File: src/rtl/tocl_ram.sv
module tocl_ram #(
    parameter int WIDTH = 8,
    parameter int DEPTH = 64
) (
    input  logic                     clk,
    input  logic                     we,
    input  logic [$clog2(DEPTH)-1:0] waddr,
    input  logic [WIDTH-1:0]         wdata,
    input  logic [$clog2(DEPTH)-1:0] raddr,
    output logic [WIDTH-1:0]         rdata
);

    logic [WIDTH-1:0] mem [DEPTH];

    // write port and registered read port
    always_ff @(posedge clk)
    begin
        if (we)
        begin
            mem[waddr] <= wdata;
        end
        rdata <= mem[raddr];
    end

endmodule

File: config.mk
export PLATFORM = sky130hd
export DESIGN_NAME = tocl_ram
export DESIGN_NICKNAME = d
export VERILOG_FILES = /design/src/rtl/tocl_ram.sv
export SDC_FILE = /design/constraint.sdc
export NUM_CORES = 1
export LEC_CHECK = 0
export BUFFER_PORTS_ARGS = -buffer_cell sky130_fd_sc_hd__buf_2
export CELL_PAD_IN_SITES_DETAIL_PLACEMENT = 1
export CELL_PAD_IN_SITES_GLOBAL_PLACEMENT = 1
export CORE_UTILIZATION = 50
export DETAILED_ROUTE_END_ITERATION = 7
export GPL_TIMING_DRIVEN = 0
export PLACE_DENSITY = 0.83
export SLEW_MARGIN = 10
export SYNTH_ARGS = -nofsm -noshare
export SYNTH_HDL_FRONTEND = slang
export SYNTH_SLANG_ARGS = --single-unit
File: constraint.sdc
create_clock -name clk -period 4.2 [get_ports clk]
set_input_delay 0.84 -clock clk [delete_from_list [all_inputs] [get_ports clk]]
set_output_delay 0.84 -clock clk [all_outputs]
set_load 0.02 [all_outputs]
=== Word level (Yosys, flattened, before mapping) ===
Memory sizes are Yosys's and may differ from the RTL's. A register that Yosys moved wholly into a read port is not among the register bits.
Cells that the tools add are included.

* Bits in registers: 0
* RAM bits: 512
* Input bits: 22
* Memories: 1

{| class="wikitable"
|+ Memories
! name !! depth !! width !! read ports !! clocked after memory_dff !! write ports !! RTL line !! text
|-
| mem || 64 || 8 || 1 || 1 || 1 || 13 || <nowiki>logic [WIDTH-1:0] mem [DEPTH];</nowiki>
|}

* Multiplexer cells: 2

{| class="wikitable"
|+ Operators by type and width
! cell !! count
|-
| 2-to-1 mux 1 bit || 2
|}

=== Logic depth before layout (Yosys ltp) ===
Gate-level depths: netlist of run 1.

* Word-level depth: 2
* Depth in mapped cells: 9
* Depth with buffers taken out: 5

=== Worst setup path after synthesis of run 1 ===
OpenSTA, ideal clock, no wires.

* Path kind: input to register
* Start: in raddr[1]
* End: reg rdata[3] (read register of mem)
* Setup time: 0.128 ns
* Arrival time: 2.380 ns
* Data required time: 4.072 ns
* Slack: 1.692 ns
* Stages on the path: 7
* Buffers on the path: 3
* Cells stage by stage: buf_4 > buf_2 > buf_2 > mux4_2 > mux4_2 > o21ai_1 > o41ai_1

{| class="wikitable"
|+ RTL lines
! element !! RTL line !! text
|-
| from (decl) || 9 || <nowiki>input logic [$clog2(DEPTH)-1:0] raddr,</nowiki>
|-
| to (decl) || 10 || <nowiki>output logic [WIDTH-1:0] rdata</nowiki>
|}

==> metrics.yaml, run 1 <==
outcome:
  status: "completed"
routing:
  route.met2.wl_um: 25700
  routed_wl_um: 52800
  met1_length_um: 19600
  num_vias: 10300
  avgRoutedWirePerCell_um: 33.6
  route.met3.wl_um: 5100
  ant_nets: 0
  drcViolationCount: 0
  dr.pass1.iters: 5
  top_layer_used: "met5"
  drt_iter0_markers: 1414
  via_per_inst: 6.53
floorplanning:
  dieArea_um2: 41100
  ios: 30
  fp.dieW_um: 203
  die_h_um: 203
  rows: 73
  core_area_um2: 39700
  start_util: 0.508
yosys:
  syn_area_per_cell_um2: 21.5
  syn_inst: 940
  yosysMostFrequentCell: "edfxtp_1"
  yosysUniqueCellTypes: 40
  synth_area_um2: 20200
  ys.flop_type: "edfxtp_1"
  ys_seq_elements: 520
  yosys_warnings: 0
  synthTopCellsByCount: "edfxtp_1 (512), mux4_2 (126), nor2_1 (83)"
  synthTopCellsByArea: "edfxtp_1 (76%), mux4_2 (14%), nor2_1 (1.5%), mux2i_1 (1.1%), dfxtp_1 (0.79%)"
  synth_top_area_cell: "edfxtp_1"
  synth_top_area_frac: 0.762
  async_flop_share: 0
  ys_seq_area_frac: 0.770
  synth-edff-count: 512
  synth_nets: 962
global_route:
  grt_max_degree: 65
  gr-total-overflow: 0
  antenna_found_initial: 3
  grtUsageTotal: 0.264
  grt_pass1_vias: 10800
  grt_first_pass_wirelength_um: 76000
cells_and_area:
  nNetsFinal: 1034
  syn2layout_area_growth_pct: 11.2
  utilization: 0.564
  drive_above_1_share: 0.245
  fillers: 3395
sta:
  setup_viol_count_final: 0
  post-route-min-period_ns: 3.36
  hold_violations: 0
  slew_violations: 0
  finalSetupTns_ns: 0
  worst_pin_slew_ns: 1.35
  grt_setup_unrepaired: "false"
  fin_crit_sh: 0.799
  max_freq_ghz: 0.298
  skew_ns: 0.0192
  slew_headroom: 0.102
clocking:
  cts_tree: "done"
  post_cts_buffers: 0
  ctsHtreeMaxLevel: 2
  hold_buffers: 0
  cts.repair.resized: 0
  root_buffer: "clkbuf_16"
  clk_latency_ns: 0.58
  cts_inserted_buffers: 49
  clock-sinks: 520
  cts_buffer_depth: 3
  clkTransAtPathRegs_ns: 0.06
critical_path:
  crit_type: "input port to flop"
  reg2reg_from: "mem[29][6]"
  cpLargestDelayFamily: "buffers and inverters"
  path_max_fanout: 10
  critPathLaunch: "raddr[1]"
  critPathMaxStageDelay_ns: 0.77
  required_ns: 4.58
  cpMaxStageDelayCell: "buf_1"
  crit_chain: "buf_4 -> buf_2 -> buf_1 -> nand2_1 -> o221ai_1 -> nor2_1 -> nor3_1 -> o32ai_1"
  arrival_ns: 3.74
  crit_buf_inv: 3
  end_kind: "flop"
  cp-start-kind: "input port"
placement:
  dp_hpwl_um: 32600
  port_buffers: 21
  gp_congestion: 0.959
run:
  maxCapViolations: 0
power_and_ir_drop:
  ir_drop_mv: 0.253
  power.leakage_uw: 0.00694
  powerDensity_nw_per_um2: 470
min_path:
  hold_path.class: "input port to flop"
  hold_start: "raddr[5]"
[state kept, by name, indices dropped and copies added, names as in the netlist]
register / count
mem: 512
rdata: 8
[report_power, final]
| part | leakage, uW | switching, uW | internal (uW) |
|---|---|---|---|
| Clock | 0.000724 | 1840 | 2330 |
| Combinational | 0.00154 | 395 | 203 |
| Sequential | 0.00467 | 12.7 | 5750 |
| Total | 0.00694 | 2250 | 8280 |
[stage by stage]
| step | worst slack (ns) | instances | hold WS (ns) | power [uW] | instance area (um^2) |
|---|---|---|---|---|---|
| after floorplan | 1.69 | 940 | 0.718 | 6180 | 20200 |
| after global placement | 0.583 | 1486 | 0.920 | 6420 | 20900 |
| after detailed placement | 0.476 | 1486 | 0.942 | 6450 | 20900 |
| after CTS | 0.994 | 1571 | 0.707 | 10500 | 22400 |
| after global routing | 0.789 | 1571 | 0.709 | 10700 | 22400 |
| final | 0.845 | 1573 | 0.737 | 10500 | 22400 |
[metal layers]
| layer | up-vias | track usage |
|---|---|---|
| met1 | 5400 | 0.347 |
| li1 | 4074 | - |
| met4 | 2 | 0.113 |
| met5 | - | 0 |
| met2 | 653 | 0.429 |
| met3 | 137 | 0.0573 |
[worst reg2reg max path, cell delays in order, from the launching register on]
cell and delay (ns):
edfxtp_1 0.37, mux4_2 0.47, mux2_2 0.30, o221a_2 0.29, nor3_1 0.43, o32ai_1 0.27
[path summary, 6_finish.rpt]
| check | to | slack (ns) | cells past startpoint |
|---|---|---|---|
| setup / recovery | rdata[6] | 0.84 | 8 |
| hold / removal | rdata[3] | 0.74 | 2 |
| setup reg to reg | rdata[6] | 1.89 | 5 |
| hold reg to reg | rdata[7] | 0.95 | 4 |
[cell usage in the layout (no fill, tap or decap), types with 4 or more instances in the layout]
cell type / n
buf_4: 17
dfxtp_1: 8
mux2i_1: 23
nand2_1: 19
o22ai_1: 8
nor3_1: 6
mux4_2: 126
clkinv_1: 11
a211oi_1: 4
buf_1: 4
mux2_2: 13
nor2_1: 83
clkbuf_16: 51
o221ai_1: 8
clkinv_2: 7
nand2b_1: 7
a221oi_1: 6
clkbuf_1: 28
nor2b_1: 14
buf_6: 4
buf_2: 28
edfxtp_1: 512
nand3_1: 13
[final cells by class]
class / instances / area, um^2 / area share
Antenna cell: 2 / 5.00 / 0.000223
Buffer: 51 / 317 / 0.0141
Clock buffer: 62 / 1320 / 0.0587
Clock inverter: 23 / 161 / 0.00720
Multi-Input combinational cell: 369 / 4320 / 0.193
Sequential cell: 520 / 15500 / 0.693
Tap cell: 525 / 657 / 0.0293
Timing Repair Buffer: 21 / 115 / 0.00513
[cell families (layout without fill, tap and decap cells)]
logic type,Yosys count,in the layout,share of synthesized area
other,0,2,0
and+or+nand+nor,153,153,0.0339
muxes,162,162,0.159
DFF,520,520,0.770
AOI/OAI and AO/OA,54,54,0.0207
buffers and inverters,51,157,0.0157
No activity file was read; power rests on OpenSTA's default activity.
==> run 2: changes to the inputs <==
ABC_AREA = 1   (was not set)
PLACE_DENSITY = 0.88   (was 0.83)
clock period = 3.3 ns   (was 4.2 ns; I/O delays follow)
==> run 2 against run 1 <==
Compared with the run above: flip-flop and latch count stayed put; area after synthesis is 5.8% higher; via count is 52% higher; non-clock buffer count is 70 higher; core utilization is 0.51 points higher; worst hold slack worse by 0.19 ns; clock power is 44% higher; critical path type unchanged; total power is 37% higher; sequential share of layout area is 4.4 points lower; global-route usage is 7.0 points higher.
==> metrics.yaml, run 2 <==
yosys:
  ys_seq_elements: 520  # unchanged
  synth_top_area_cell: "edfxtp_1"
  synth_area_um2: 21300  # +5.8%
  syn_inst: 1805  # +92%
  synthTopCellsByArea: "edfxtp_1 (72%), nand2_1 (11%), nand3_1 (10%), buf_6 (1.8%), nor2_1 (0.99%)"
  synth_adder_area_share: 0  # unchanged
  async_flop_share: 0  # unchanged
  yosysUniqueCellTypes: 16  # -60%
  ys_seq_area_frac: 0.728  # -0.0423
  synth_nets: 1827  # +90%
  synth_top_area_frac: 0.720  # -0.0419
  synth-edff-count: 512  # unchanged
  ys.flop_type: "edfxtp_1"
  synth_top_family_by_area: "simple AND/OR/NAND/NOR gates"
  synthTopCellsByCount: "nand2_1 (648), edfxtp_1 (512), nand3_1 (439)"
  syn_area_per_cell_um2: 11.8  # -45%
  yosys_warnings: 0  # unchanged
  synth_xor_area_frac: 0  # unchanged
  yosys.area_share.simple: 0.232  # +0.198
  synth_mux_area_frac: 0  # -0.159
  synth_compound_area_frac: 0  # -0.0207
  yosysMostFrequentCell: "nand2_1"
floorplanning:
  rows: 75  # +2.7%
  start_util: 0.508  # about the same
  dieArea_um2: 43500  # +5.8%
  fp.dieW_um: 209  # +2.8%
  core_area_um2: 42000  # +5.8%
  ios: 30  # unchanged
  die_h_um: 209  # +2.8%
clocking:
  clk_latency_ns: 0.61  # +0.03 ns
  cts_buffer_depth: 3  # unchanged
  ctsHtreeMaxLevel: 2  # unchanged
  cts_inserted_buffers: 52  # +6.1%
  post_cts_buffers: 0  # unchanged
  cts.repair.resized: 0  # unchanged
  clkTransAtPathRegs_ns: 0.06  # about the same
  cts_tree: "done"
  hold_buffers: 0  # unchanged
  clock-sinks: 520  # unchanged
  root_buffer: "clkbuf_16"
routing:
  drt_iter0_markers: 1749  # +24%
  avgRoutedWirePerCell_um: 29.3  # -13%
  dr.pass1.iters: 7  # +2
  routed_wl_um: 72200  # +37%
  ant_nets: 0  # unchanged
  num_vias: 15600  # +52%
  via_per_inst: 6.30  # -3.4%
  drcViolationCount: 0  # unchanged
sta:
  max_freq_ghz: 0.322
  grt_setup_unrepaired: "false"
  slew_headroom: 0.142  # +0.0399
  fin_crit_sh: 0.940
  finalSetupTns_ns: 0  # unchanged
  hold_ws_ns: 0.547  # -0.191 ns
  post-route-min-period_ns: 3.10
  worst_pin_slew_ns: 1.28  # -0.0645 ns
  hold_violations: 0  # unchanged
  slew_violations: 0  # unchanged
  setup_viol_count_final: 0  # unchanged
  fin_ws_ns: 0.198  # -0.647 ns
  skew_ns: 0.0163  # -0.00293 ns
global_route:
  gr-usage-met3: 0.0735  # +0.0162
  grtUsageTotal: 0.334  # +0.0705
  grt_max_degree: 65  # unchanged
  grt.met2_usage: 0.553  # +0.124
  grt_pass1_vias: 16100  # +49%
  antenna_found_initial: 2  # -1
  busiest_layer: "met2"
  gr-total-overflow: 0  # unchanged
  use_met1: 0.409  # +0.0614
  grt_first_pass_wirelength_um: 105000  # +38%
cells_and_area:
  syn2layout_area_growth_pct: 12.2
  largest_reg_flops: 512  # unchanged
  utilization: 0.570  # +0.00514
  largest-register: "mem"
  reg.largest.list: "mem: 512 flops, rdata: 8 flops"
  fillers: 4283  # +26%
  mostFrequentLayoutCells: "nand2_1 (648), edfxtp_1 (512), nand3_1 (439)"
  drive_above_1_share: 0.108  # -0.137
  nNetsFinal: 1910  # +85%
  instances_no_fill: 2468  # +57%
  layout_commonest_cell: "nand2_1"
power_and_ir_drop:
  powerDensity_nw_per_um2: 601  # +28%
  ir_drop_mv: 0.461  # +82%
  power.leakage_uw: 0.00869  # +25%
placement:
  dp.cells: 2373  # +60%
  gp_congestion: 0.989  # +3.1%
  port_buffers: 21  # unchanged
  pre_cts_slack_ns: -0.238  # -0.714 ns
  dp_hpwl_um: 46600  # +43%
critical_path:
  end_kind: "flop"
  required_ns: 3.51  # -1.07 ns
  crit_type: "input port to flop"
  path_max_fanout: 9  # -1
  cp-start-kind: "input port"
  arrival_ns: 3.32  # -0.42 ns
run:
  maxCapViolations: 0  # unchanged
outcome:
  status: "completed"
min_path:
  hold_path.class: "input port to flop"
[run 2: cell count changes after synthesis, moves of 8 or more]
cell	previous run	this run
nand2_1	19	648
nand3_1	13	439
mux4_2	126	0
buf_6	4	35
nor2_1	83	56
buf_2	11	37
mux2i_1	23	0
nor2b_1	14	0
mux2_2	13	0
inv_1	0	10
o221ai_1	8	0
o22ai_1	8	0
[run 2: logic make-up (layout without fill, tap and decap cells)]
logic type / after synthesis / in the layout
buffers and inverters: 125 / 248
DFF: 520 / 520
other: 0 / 1
and+or+nand+nor: 1160 / 1160
[run 2: cell type report]
type | count | area [um^2] | area share
Tap cell | 539 | 674 | 0.0282
Multi-Input combinational cell | 1160 | 5000 | 0.209
Antenna cell | 1 | 2.50 | 0.000104
Buffer | 113 | 808 | 0.0338
Inverter | 12 | 50.0 | 0.00209
Timing Repair Buffer | 29 | 178 | 0.00742
Clock buffer | 70 | 1480 | 0.0618
Clock inverter | 24 | 220 | 0.00920
Sequential cell | 520 | 15500 | 0.649
[run 2: layer usage]
metal | share of wire | vias up
li1 | - | 6520
met1 | 0.37 | 7901
met2 | 0.48 | 882
met3 | 0.092 | 248
met4 | 0.058 | 2
met5 | 0.00022 | -
[run 2: metrics by stage]
| step | area, um^2 | total power [uW] |
|---|---|---|
| after detailed placement | 22200 | 8470 |
| after floorplan | 21300 | 7990 |
| after global placement | 22100 | 8410 |
| after CTS | 23900 | 14400 |
| final | 23900 | 14400 |
| after global routing | 23900 | 14700 |
[run 2: path summary, 6_finish.rpt]
check                           startpoint         end  slack, ns  depth (start not counted)
worst max-delay path              waddr[1]  mem[29][2]       0.20                          4
worst min-delay path              raddr[5]    rdata[4]       0.55                          3
worst max register to register  mem[17][5]    rdata[5]       1.75                          8
worst min register to register   mem[9][6]    rdata[6]       0.95                          8
[run 2: critical path, cell delays in order]
cell      delay (ns)
clkbuf_1        0.28
inv_1           0.35
nand4_1         0.77
nor2_1          1.25
[run 2: power by group]
part / total (uW) / switching, uW / internal, uW
combinational: 1050 / 800 / 251
clock: 6020 / 2580 / 3440
sequential: 7330 / 17.8 / 7310
